### src/fgb_pkg.sv
// ----------------------------------------------------------------------------
// fgb_pkg: shared types and constants for the group barrier
// Item structs, action and result codes, and widths used by the barrier
// and its slot table.
// ----------------------------------------------------------------------------
package fgb_pkg;

  localparam int SLOTS   = 16;
  localparam int ID_BITS = 16;
  localparam int GS_W    = 5;
  localparam int GEN_W   = 16;
  localparam int CODE_W  = 4;
  localparam int IDX_W   = (SLOTS > 1) ? $clog2(SLOTS) : 1;
  localparam int CNT_W   = $clog2(SLOTS + 1);
  localparam int CMP_W   = ((CNT_W > GS_W) ? CNT_W : GS_W) + 1;

  // Input actions
  localparam logic [1:0] ACT_ARRIVE = 2'd0;
  localparam logic [1:0] ACT_WAKE   = 2'd1;
  localparam logic [1:0] ACT_CANCEL = 2'd2;
  localparam logic [1:0] ACT_RESET  = 2'd3;

  // Item kinds
  localparam logic KIND_REPLY   = 1'b0;
  localparam logic KIND_RELEASE = 1'b1;

  // Result codes
  localparam logic [CODE_W-1:0] CODE_NORMAL    = 4'd0;
  localparam logic [CODE_W-1:0] CODE_EARLY     = 4'd1;
  localparam logic [CODE_W-1:0] CODE_CANCELLED = 4'd2;
  localparam logic [CODE_W-1:0] CODE_BLOCKED   = 4'd3;
  localparam logic [CODE_W-1:0] CODE_TRIPPED   = 4'd4;
  localparam logic [CODE_W-1:0] CODE_REJECTED  = 4'd5;
  localparam logic [CODE_W-1:0] CODE_WAKE_OK   = 4'd6;
  localparam logic [CODE_W-1:0] CODE_WAKE_FAIL = 4'd7;
  localparam logic [CODE_W-1:0] CODE_DONE      = 4'd8;

  typedef struct packed {
    logic [1:0]         action;
    logic [ID_BITS-1:0] thread_id;
  } in_item_t;

  typedef struct packed {
    logic               item_kind;
    logic [ID_BITS-1:0] who;
    logic [CODE_W-1:0]  code;
    logic [GEN_W-1:0]   phase;
    logic               last;
  } out_item_t;

  // Write request into the slot table
  typedef struct packed {
    logic               en;
    logic [IDX_W-1:0]   addr;
    logic [ID_BITS-1:0] id;
  } slot_wr_t;

endpackage

### src/fgb_slot_table.sv
// ----------------------------------------------------------------------------
// fgb_slot_table: requester id store with one compare unit
// Holds the id owning each slot. The entry at the read address is registered
// every cycle and compared against the id being searched for, so the caller
// presents the address in the cycle before it examines that slot.
// ----------------------------------------------------------------------------
module fgb_slot_table
  import fgb_pkg::*;
(
  input  logic               clk,
  input  slot_wr_t           wr,
  input  logic [IDX_W-1:0]   rd_idx,
  input  logic [ID_BITS-1:0] key,
  output logic [ID_BITS-1:0] rd_owner,
  output logic               hit
);

  logic [ID_BITS-1:0] owner_mem [SLOTS];
  logic [ID_BITS-1:0] rd_owner_r;

  // Store the id of a newly registered requester
  always_ff @(posedge clk) begin
    if (wr.en) begin
      owner_mem[wr.addr] <= wr.id;
    end
  end

  // Register the entry at the read address
  always_ff @(posedge clk) begin
    rd_owner_r <= owner_mem[rd_idx];
  end

  // Compare the registered entry
  assign rd_owner = rd_owner_r;
  assign hit      = (rd_owner_r == key);

endmodule

### src/flexible_group_barrier.sv
// ----------------------------------------------------------------------------
// flexible_group_barrier: counting barrier with early release
// Command-style barrier: arrive, wake, cancel and reset requests each give
// one reply transaction followed by one release transaction per freed
// requester.
// ----------------------------------------------------------------------------
// Usage:
//   Input: present in_data with start high; it is taken at an edge where
//   busy is low. busy falls in the cycle that carries its last transaction.
//   Output: each transaction shows on out_data for one cycle with out_valid
//   high; the receiver cannot stall, so there is no backpressure.
//   Config: group_size is written through cfg_valid/cfg_ready/cfg_data,
//   taken only while the block is idle (cfg_ready = !busy).
// Timing:
//   Arrive and wake walk the registered slots with one id comparator, one
//   slot per cycle, until a hit or the end of the registered slots.
//   A decide cycle follows, and the reply is on out_data in the cycle after
//   it. Releases are scanned slot by slot up to the last waiter. A new
//   command is taken only when the block is back in idle.
// Reset:
//   rst_n low clears all waiters, counts, phase and the cancel flag, and
//   sets group_size to 16. Slot ids are left as they were.
// ----------------------------------------------------------------------------
module flexible_group_barrier
  import fgb_pkg::*;
(
  input  logic            clk,
  input  logic            rst_n,
  input  logic            start,
  output logic            busy,
  input  in_item_t        in_data,
  output logic            out_valid,
  output out_item_t       out_data,
  input  logic            cfg_valid,
  output logic            cfg_ready,
  input  logic [GS_W-1:0] cfg_data
);

  typedef enum logic [4:0] {
    S_IDLE   = 5'b00001,
    S_SCAN   = 5'b00010,
    S_DECIDE = 5'b00100,
    S_REL    = 5'b01000,
    S_WAKE   = 5'b10000
  } state_t;

  state_t             state_r, state_nxt;
  logic [1:0]         act_r, act_nxt;
  logic [ID_BITS-1:0] id_r, id_nxt;
  logic [CNT_W-1:0]   idx_r, idx_nxt;
  logic               found_r, found_nxt;
  logic [IDX_W-1:0]   slot_r, slot_nxt;
  logic [SLOTS-1:0]   waiting_r, waiting_nxt;
  logic [CNT_W-1:0]   reg_cnt_r, reg_cnt_nxt;
  logic [CNT_W-1:0]   wait_cnt_r, wait_cnt_nxt;
  logic [GEN_W-1:0]   gen_r, gen_nxt;
  logic               cancel_r, cancel_nxt;
  logic [GS_W-1:0]    group_size_r;
  logic [CODE_W-1:0]  rel_code_r, rel_code_nxt;
  logic               out_valid_r, out_valid_nxt;
  out_item_t          out_data_r, out_data_nxt;

  slot_wr_t           slot_wr;
  logic [IDX_W-1:0]   scan_idx;
  logic [IDX_W-1:0]   rd_idx;
  logic [ID_BITS-1:0] rd_owner;
  logic               hit;
  logic               slot_free;
  logic               trip;
  logic [IDX_W-1:0]   tgt;
  logic [SLOTS-1:0]   rel_rest;

  assign scan_idx = idx_r[IDX_W-1:0];

  // Address the table one step ahead so its registered read lines up with idx_r
  assign rd_idx   = idx_nxt[IDX_W-1:0];

  fgb_slot_table u_table (
    .clk      (clk),
    .wr       (slot_wr),
    .rd_idx   (rd_idx),
    .key      (id_r),
    .rd_owner (rd_owner),
    .hit      (hit)
  );

  assign busy      = (state_r != S_IDLE);
  assign cfg_ready = !busy;
  assign out_valid = out_valid_r;
  assign out_data  = out_data_r;

  // A new slot is free below both group_size and the table depth
  assign slot_free = (CMP_W'(reg_cnt_r) < CMP_W'(group_size_r)) &&
                     (CMP_W'(reg_cnt_r) < CMP_W'(SLOTS));
  assign trip      = (CMP_W'(wait_cnt_r) + CMP_W'(1)) >= CMP_W'(group_size_r);
  assign tgt       = found_r ? slot_r : reg_cnt_r[IDX_W-1:0];

  // Waiters left once the scanned slot is released
  always_comb begin
    rel_rest           = waiting_r;
    rel_rest[scan_idx] = 1'b0;
  end

  // Sequencer
  always_comb begin
    state_nxt     = state_r;
    act_nxt       = act_r;
    id_nxt        = id_r;
    idx_nxt       = idx_r;
    found_nxt     = found_r;
    slot_nxt      = slot_r;
    waiting_nxt   = waiting_r;
    reg_cnt_nxt   = reg_cnt_r;
    wait_cnt_nxt  = wait_cnt_r;
    gen_nxt       = gen_r;
    cancel_nxt    = cancel_r;
    rel_code_nxt  = rel_code_r;
    out_valid_nxt = 1'b0;
    out_data_nxt  = out_data_r;
    slot_wr       = '0;

    case (state_r)
      S_IDLE: begin
        if (start) begin
          act_nxt   = in_data.action;
          id_nxt    = in_data.thread_id;
          idx_nxt   = '0;
          found_nxt = 1'b0;
          if (in_data.action == ACT_ARRIVE || in_data.action == ACT_WAKE) begin
            state_nxt = S_SCAN;
          end else begin
            state_nxt = S_DECIDE;
          end
        end
      end

      // Look up the id among registered slots
      S_SCAN: begin
        if (idx_r == reg_cnt_r) begin
          state_nxt = S_DECIDE;
        end else if (hit) begin
          found_nxt = 1'b1;
          slot_nxt  = scan_idx;
          state_nxt = S_DECIDE;
        end else begin
          idx_nxt = idx_r + CNT_W'(1);
        end
      end

      // Apply the request and issue the reply
      S_DECIDE: begin
        out_valid_nxt           = 1'b1;
        out_data_nxt.item_kind  = KIND_REPLY;
        out_data_nxt.who        = id_r;
        out_data_nxt.phase      = gen_r;
        out_data_nxt.last       = 1'b1;
        idx_nxt                 = '0;
        state_nxt               = S_IDLE;
        case (act_r)
          ACT_ARRIVE: begin
            if (cancel_r || (!found_r && !slot_free)) begin
              out_data_nxt.code = CODE_REJECTED;
            end else if (found_r && waiting_r[slot_r]) begin
              out_data_nxt.code = CODE_BLOCKED;
            end else begin
              if (!found_r) begin
                slot_wr.en   = 1'b1;
                slot_wr.addr = tgt;
                slot_wr.id   = id_r;
                reg_cnt_nxt  = reg_cnt_r + CNT_W'(1);
              end
              if (trip) begin
                gen_nxt            = gen_r + GEN_W'(1);
                wait_cnt_nxt       = '0;
                out_data_nxt.code  = CODE_TRIPPED;
                out_data_nxt.phase = gen_r + GEN_W'(1);
                rel_code_nxt       = CODE_NORMAL;
                if (|waiting_r) begin
                  out_data_nxt.last = 1'b0;
                  state_nxt         = S_REL;
                end
              end else begin
                waiting_nxt[tgt]  = 1'b1;
                wait_cnt_nxt      = wait_cnt_r + CNT_W'(1);
                out_data_nxt.code = CODE_BLOCKED;
              end
            end
          end
          ACT_WAKE: begin
            if (found_r && waiting_r[slot_r]) begin
              waiting_nxt[slot_r] = 1'b0;
              if (wait_cnt_r != '0) begin
                wait_cnt_nxt = wait_cnt_r - CNT_W'(1);
              end
              out_data_nxt.code = CODE_WAKE_OK;
              out_data_nxt.last = 1'b0;
              state_nxt         = S_WAKE;
            end else begin
              out_data_nxt.code = CODE_WAKE_FAIL;
            end
          end
          ACT_CANCEL: begin
            cancel_nxt        = 1'b1;
            wait_cnt_nxt      = '0;
            out_data_nxt.who  = '0;
            out_data_nxt.code = CODE_DONE;
            rel_code_nxt      = CODE_CANCELLED;
            if (|waiting_r) begin
              out_data_nxt.last = 1'b0;
              state_nxt         = S_REL;
            end
          end
          default: begin
            cancel_nxt         = 1'b0;
            gen_nxt            = gen_r + GEN_W'(1);
            wait_cnt_nxt       = '0;
            out_data_nxt.who   = '0;
            out_data_nxt.code  = CODE_DONE;
            out_data_nxt.phase = gen_r + GEN_W'(1);
            rel_code_nxt       = CODE_NORMAL;
            if (|waiting_r) begin
              out_data_nxt.last = 1'b0;
              state_nxt         = S_REL;
            end
          end
        endcase
      end

      // Walk the slots and release each waiter in slot order
      S_REL: begin
        if (waiting_r[scan_idx]) begin
          waiting_nxt[scan_idx]  = 1'b0;
          out_valid_nxt          = 1'b1;
          out_data_nxt.item_kind = KIND_RELEASE;
          out_data_nxt.who       = rd_owner;
          out_data_nxt.code      = rel_code_r;
          out_data_nxt.phase     = gen_r;
          out_data_nxt.last      = !(|rel_rest);
        end
        if (!(|rel_rest)) begin
          state_nxt = S_IDLE;
        end else begin
          idx_nxt = idx_r + CNT_W'(1);
        end
      end

      // Early release of the woken requester
      S_WAKE: begin
        out_valid_nxt          = 1'b1;
        out_data_nxt.item_kind = KIND_RELEASE;
        out_data_nxt.who       = id_r;
        out_data_nxt.code      = CODE_EARLY;
        out_data_nxt.phase     = gen_r;
        out_data_nxt.last      = 1'b1;
        state_nxt              = S_IDLE;
      end

      default: begin
        state_nxt = S_IDLE;
      end
    endcase
  end

  // Control state
  always_ff @(posedge clk) begin
    if (!rst_n) begin
      state_r      <= S_IDLE;
      waiting_r    <= '0;
      reg_cnt_r    <= '0;
      wait_cnt_r   <= '0;
      gen_r        <= '0;
      cancel_r     <= 1'b0;
      out_valid_r  <= 1'b0;
      group_size_r <= GS_W'(16);
    end else begin
      state_r     <= state_nxt;
      waiting_r   <= waiting_nxt;
      reg_cnt_r   <= reg_cnt_nxt;
      wait_cnt_r  <= wait_cnt_nxt;
      gen_r       <= gen_nxt;
      cancel_r    <= cancel_nxt;
      out_valid_r <= out_valid_nxt;
      if (cfg_valid && cfg_ready) begin
        group_size_r <= cfg_data;
      end
    end
  end

  // Payload and working registers
  always_ff @(posedge clk) begin
    act_r      <= act_nxt;
    id_r       <= id_nxt;
    idx_r      <= idx_nxt;
    found_r    <= found_nxt;
    slot_r     <= slot_nxt;
    rel_code_r <= rel_code_nxt;
    out_data_r <= out_data_nxt;
  end

endmodule
### config.mk
export PLATFORM = sky130hd
export DESIGN_NAME = flexible_group_barrier
export DESIGN_NICKNAME = d
export VERILOG_FILES = /design/src/fgb_pkg.sv /design/src/fgb_slot_table.sv /design/src/flexible_group_barrier.sv
export SDC_FILE = /design/constraint.sdc
export NUM_CORES = 1
export LEC_CHECK = 0
export ABC_AREA = 1
export BUFFER_PORTS_ARGS = -buffer_cell sky130_fd_sc_hd__buf_4
export CORE_UTILIZATION = 39
export DETAILED_ROUTE_END_ITERATION = 10
export PLACE_DENSITY = 0.57
export RECOVER_POWER = 25
export SLEW_MARGIN = 30
export SYNTH_ARGS = -nofsm -noshare
export SYNTH_HDL_FRONTEND = slang
export SYNTH_SLANG_ARGS = --single-unit
export TNS_END_PERCENT = 50
### constraint.sdc
create_clock -name clk -period 3.58 [get_ports clk]
set_clock_uncertainty 0.05 [all_clocks]
set_input_delay 0.358 -clock clk [delete_from_list [all_inputs] [get_ports clk]]
set_output_delay 0.358 -clock clk [all_outputs]
set_load 0.005 [all_outputs]
# --- After elaboration in Yosys (flattened, before gate mapping) ---
# Memory sizes are Yosys's and may differ from the RTL's. A register that Yosys moved wholly into a read port is not among the register bits.
# Cells that the tools add are included.
classes:
  addsub: 6
  magnitude_cmp: 9
  n_eq_ne: 29
  n_mux: 78
  bitwise: 12
  n_reduce_logical: 37
op_table:
  columns: ["operator", "count"]
  rows:
  - ["$mux W16", 9]
  - ["$pmux W16 S2", 4]
  - ["$pmux W38 S3", 1]
  - ["$mux W21", 5]
  - ["$mux W5", 14]
  - ["$mux W17", 3]
  - ["$pmux W5 S4", 2]
  - ["$mux W38", 1]
  - ["$mux W4", 9]
  - ["$and A16 B16 Y16", 2]
  - ["$not A16 Y16", 2]
  - ["$reduce_or A16 Y1", 2]
  - ["$reduce_and A5 Y1", 5]
  - ["$ne A2 B2 Y1 const B", 12]
  - ["$pmux W5 S2", 2]
  - ["$ne A3 B3 Y1 const B", 6]
  - ["$add A16 B1 Y16 const B", 1]
  - ["$eq A16 B16 Y1", 1]
  - ["$or A16 B16 Y16", 1]
  - ["$add A5 B1 Y5 const B", 3]
  - ["$lt A4 B5 Y1 const B", 3]
  - ["$mux W1", 14]
  - ["$demux W1 S4", 3]
  - ["$ge A4 B1 Y1 const B", 3]
  - ["other kinds (33)", 63]
totals:
  regBits: 124
  ram_bits: 256
  inputBits: 27
  output_inout_bits: 41
  word_cells: 192
  memories: 1
mem_list:
  columns: ["name", "depth", "width", "read_ports", "rd_clocked_by_memory_dff", "wr", "line_no", "text"]
  rows:
  - ["u_table.owner_mem", 16, 16, 1, 1, 1, "fgb_slot_table.sv:18", "logic [ID_BITS-1:0] owner_mem [SLOTS];"]

# --- Logic depth before layout (Yosys ltp) ---
logic_depth:
  depth_word: 11
  depth_mapped: 20
  ltp_nobuf: 18

# --- By module ---
# A second synthesis with hierarchy kept.
hier_totals:
  cells_unflattened: 2103
  area_unflattened_um2: 18859.3
modules_own_cells:
  columns: ["mod", "instances", "cells_per_inst", "area_each_um2", "seq_area_each_um2"]
  rows:
  - ["fgb_slot_table", 1, 1115, 11609.9, 8007.7]
  - ["flexible_group_barrier", 1, 988, 7249.5, 3052.9]

# --- Least setup slack after synthesis ---
# Ideal clock, no wire load.
synth_timing:
  kind: "reg-to-reg"
  from: "register reg_cnt_r[2]"
  to: "memory u_table.owner_mem[15][0], enable pin"
  setup_ns: 0.412
  arrival_ns: 2.871
  t_required_ns: 3.118
  setup_slack_ns: 0.248
  stages_incl_launch_ff: 13
  n_path_buf: 0
  synth_period_minus_slack_ns: 3.332
  cell_sequence: "dfxtp_1 -> ha_1 -> nand2_1 -> inv_1 -> o21ai_0 -> nand4_1 -> nand2_1 -> nand2_1 -> inv_1 -> nand4_1 -> nor2_1 -> nand2_1 -> nor3_1"
synth_between:
  elab_chain_cells: 10
  elab_cells_between_ends: 14
  cone_classes: "order compare (2); mux (8); reduce/logical (4)"
synth_rtl:
  columns: ["item", "line_no", "text"]
  rows:
  - ["start: declaration", "flexible_group_barrier.sv:54", "logic [CNT_W-1:0] reg_cnt_r, reg_cnt_nxt;"]
  - ["start signal: assignment", "flexible_group_barrier.sv:278", "reg_cnt_r <= reg_cnt_nxt;"]
  - ["$lt A5 B5 Y1 (on tied branches)", "flexible_group_barrier.sv:93, flexible_group_barrier.sv:94", null]
  - ["$logic_and A1 B1 Y1", "flexible_group_barrier.sv:93", "assign slot_free = (CMP_W'(reg_cnt_r) < CMP_W'(group_size_r)) &&"]
  - ["$logic_not A1 Y1", "flexible_group_barrier.sv:161", "if (cancel_r || (!found_r && !slot_free)) begin"]
  - ["$logic_and A1 B1 Y1", "flexible_group_barrier.sv:161", null]
  - ["$logic_or A1 B1 Y1", "flexible_group_barrier.sv:161", null]
  - ["$mux W21 *", "flexible_group_barrier.sv:161", null]
  - ["$mux W21 *", "flexible_group_barrier.sv:159", "case (act_r)"]
  - ["$mux W21 *", "flexible_group_barrier.sv:122", "case (state_r)"]
  - ["$mux W1", "fgb_slot_table.sv:23", "if (wr.en) begin"]
  - ["$mux W1 (not written as such)", "fgb_slot_table.sv:24", "owner_mem[wr.addr] <= wr.id;"]
  - ["end: declaration", "fgb_slot_table.sv:18", null]
# Mark *: on every way between the ends. The rest lies on a longest branch, timed or not.

# --- Worst setup path after layout ---
layout_timing:
  from: "register idx_r[1]"
  to: "register u_table.rd_owner_r[11] (netlist: u_table.rd_owner[11]) (read register of u_table.owner_mem)"
layout_between:
  elab_chain_cells: 9
  elab_cells_between_ends: 15
  cone_classes: "add/sub (1); order compare (2); eq/ne (1); mux (7); bitwise (2); reduce/logical (2)"
layout_rtl:
  columns: ["item", "line_no", "text"]
  rows:
  - ["start: declaration", "flexible_group_barrier.sv:50", "logic [CNT_W-1:0] idx_r, idx_nxt;"]
  - ["start signal: assignment", "flexible_group_barrier.sv:293", "idx_r <= idx_nxt;"]
  - ["$lt A4 B5 Y1 (not written as such) or $ge A4 B1 Y1 (tied branches)", "flexible_group_barrier.sv:101", "rel_rest[scan_idx] = 1'b0;"]
  - ["$logic_and A1 B1 Y1 (not written as such)", "flexible_group_barrier.sv:101", null]
  - ["$mux W1 (not written as such)", "flexible_group_barrier.sv:101", null]
  - ["$demux W1 S4", "flexible_group_barrier.sv:101", null]
  - ["$not A16 Y16 (no source line)", null, null]
  - ["$and A16 B16 Y16 (no source line)", null, null]
  - ["$reduce_or A16 Y1", "flexible_group_barrier.sv:240", "if (!(|rel_rest)) begin"]
  - ["$mux W5", "flexible_group_barrier.sv:240", null]
  - ["$pmux W5 S4 *", "flexible_group_barrier.sv:122", null]
  - ["end: declaration", "fgb_slot_table.sv:19", "logic [ID_BITS-1:0] rd_owner_r;"]
# Mark *: on every way between the ends. The rest lies on a longest branch, timed or not. The select of a mux whose other input is x is not followed.
# A chain may end at the register's enable or synchronous reset.

==> impl_metrics.ini <==
[status]
outcome = complete, no violations

[clock_network]
cts_buffers = 45
post-cts-setup-buffers = 0
cts_tree = done
ctsHtreeMaxLevel = 2
cts.sinks = 393
clk_latency_ns = 0.59
cts_root_buffer = clkbuf_16
clk_pin_slew_worst_paths_ns = 0.06
cts_buffer_depth = 3

[synthesis]
avgSynthCellArea_um2 = 9.14
synth-simple-area-share = 0.231
postSynthCellCount = 2073
ys_warn_count = 0
synthesis.area_um2 = 19000
synth_compound_area_frac = 0.0617
synth_edf_count = 319
synth-seq-cells = 393
synth_fa_ha_area_frac = 0.0145
synthMuxAreaShare = 0
synthArstFlopShare = 0
synth_top_family_by_area = simple AND/OR/NAND/NOR gates
seq_area_frac_synth = 0.583
synth_cell_types = 46
syn_nets = 2122
synth_flop_cell = edfxtp_1
synth-xor-area-share = 0.00924

[timing]
slew-limit-headroom = 0.271
tns_ns = 0
finalHoldViolations = 0
max_freq_mhz = 296
worst_pin_slew_ns = 1.09
grt_setup_unrepaired = no
min_period_ns = 3.38
period_share = 0.944
finalWorstSetupSlack_ns = 0.200
setup_viol = 0
slew_viol_final = 0

[worst_setup_path]
r2r_start = idx_r[1]$_DFF_P_
cpMaxStageDelayCell = dfxtp_1
path_cells = ha_1 > nand3_1 > nand2_1 > nand2_1 > inv_1 > nand2_1 > nor2_1 > nand2_1 > nand2_1 > nand2_2 > inv_1 > o21ai_4 > inv_1 > buf_12 > nand3_1 > nand3_1 > nand2_1
rr_endpoint = u_table.rd_owner[11]$_DFF_P_
endpoint_kind = flop
rrSetupSlack_ns = 0.20
critPathLaunchType = flop
crit_type = reg2reg
cp_max_fo = 17
crit_top_cell = nand2_1
crit_path_end = u_table.rd_owner[11]$_DFF_P_
crit_arrival_ns = 3.79
max_stage_delay_ns = 0.55
worstPathRequired_ns = 3.99
ff2ff_path_depth = 17
startpoint = idx_r[1]$_DFF_P_

[placed_design]
placed_area_um2 = 20400
dpl_worst_slack_ns = 0.266
dp_cells = 2733
hpwlAfterDp_um = 33400
port_buffers = 67
gp_congestion = 0.915

[layout]
layout.cells.non_filler = 2837
layout_common_cells = nand3_1 (379), inv_1 (360), nand2_1 (358)
final_common_cell = nand3_1
num_antenna_cells = 0
area_growth_pct = 15.8
regArea_um2 = 11100
fin_nets = 2234
fillers = 4619
multi_input_area_um2 = 6070
fin_area_um2 = 21900
fin_util = 0.459
drive_gt1_frac = 0.0990

[worst_hold_path]
hold_path_depth = 3
hold_class = in2reg

[global_route]
track_usage = 0.218
grt.overflow.total = 0
grt_max_degree = 85
grt_pass1_wl_um = 82900
antenna_found_initial = 0
grt_pass1_vias = 14197

[power_and_ir_drop]
comb_power_share = 0.068
sw_frac_of_total = 0.236
power.density_nw_per_um2 = 462
p_sw_mw = 2.40
seq_power_share = 0.497
irDropWorstVdd_mv = 0.303
p_leak_nw = 9.21
clockPowerShare = 0.435
internal-power_mw = 7.75

[drt]
drc = 0
drt_wl_total_um = 53500
post_drt_wl_per_cell_um = 18.9
drt_iter0_drc = 1428
first_pass_iters = 6
vias = 14788
vias_per_cell = 5.21
ant_nets = 0

[floorplan]
fp.dieW_um = 222
die_area_um2 = 49500
rows = 80
die_h_um = 222
coreArea_um2 = 47800
initial_utilization = 0.396
ios = 68

[run]
drv_cap = 0
[synthesized netlist by cell type (16+ instances only)]
cell | n | area [um^2]
nor3_1 | 17 | 85.1
inv_1 | 360 | 1350
nand3b_1 | 48 | 360
edfxtp_1 | 319 | 9580
dfxtp_1 | 74 | 1480
a21oi_1 | 72 | 360
nor2_1 | 136 | 510
buf_2 | 46 | 230
clkbuf_1 | 27 | 101
ha_1 | 22 | 275
o22ai_1 | 24 | 150
nand3_1 | 378 | 1890
nand2_1 | 360 | 1350
xor2_1 | 16 | 140
o21ai_0 | 81 | 405
[worst min path at each step]
stage               slack (ns)                    startpoint                      endpoint
CTS                      0.007                   cfg_data[3]  group_size_r[3]$_SDFFE_PN0P_
detailed placement        0.43         cancel_r$_SDFFE_PN0P_         cancel_r$_SDFFE_PN0P_
finish                    0.02                   cfg_data[3]  group_size_r[3]$_SDFFE_PN0P_
floorplan                 0.35              idx_r[2]$_DFF_P_           slot_r[2]$_DFFE_PP_
global route              0.03                   cfg_data[0]  group_size_r[0]$_SDFFE_PN0P_
global placement          0.40  group_size_r[4]$_SDFFE_PN1P_  group_size_r[4]$_SDFFE_PN1P_
[cells by family (layout without fill, tap and decap cells)]
group	count (synthesis)	after routing
and+or+nand+nor	966	966
buffers and inverters	463	612
DFF	393	393
AOI/OAI and AO/OA	209	209
adders and majority gates	22	22
xor gates and xnor gates	20	20
[state kept, by name (all words and copies together) (netlist names)]
register	cells
act_r	2
cancel_r	1
found_r	1
gen_r	16
group_size_r	5
id_r	16
idx_r	5
out_data	38
out_valid	1
reg_cnt_r	5
rel_code_r	1
slot_r	4
state_r	5
u_table.owner_mem	256
u_table.rd_owner	16
wait_cnt_r	5
waiting_r	16
[what timing repair did]
item	in CTS	in global routing
hold buffers	20	0
gates resized for setup	0	1
endpoints found under the setup margin	0	6
hold endpoints to repair	19	0
[area by class of cell]
type | count | share of cell area
repair buffers | 160 | 0.0577
well taps | 615 | 0.0351
clock buffers | 63 | 0.0558
clock inverters | 21 | 0.00793
inverters | 368 | 0.0629
flip-flops and latches | 393 | 0.504
multi-input cells | 1217 | 0.277
[layer usage]
metal / GRT usage / vias to the layer above / part of all wire
met1: 0.300 / 7076 / 0.45
li1: - / 7134 / -
met5: 0 / - / 0
met2: 0.352 / 486 / 0.46
met3: 0.0311 / 92 / 0.060
met4: 0.0721 / 0 / 0.029
[through the flow]
stage	hold WS [ns]	power [mW]
6_report	0.0234	10.1
5_1_grt	0.0319	10.5
4_1_cts	0.00662	10.2
3_5_place_dp	0.428	5.82
3_3_place_gp	0.399	5.81
2_1_floorplan	0.353	5.57
[power groups by stage]
stage / clock network (mW) / registers (mW) / logic (mW)
finish: 4.41 / 5.04 / 0.690
global route: 4.68 / 5.05 / 0.770
CTS: 4.51 / 5.04 / 0.699
detailed placement: 0 / 5.14 / 0.677
global placement: 0 / 5.14 / 0.671
floorplan: 0 / 5.11 / 0.465
[critical path: cells and delay by family (launching register included)]
family,cells,cell delay (ns)
DFF,1,0.55
buffers and inverters,4,0.83
AOI/OAI and AO/OA,1,0.07
adders and majority gates,1,0.44
and+or+nand+nor,11,1.30
Note: power is estimated with default switching activity, not from simulation.
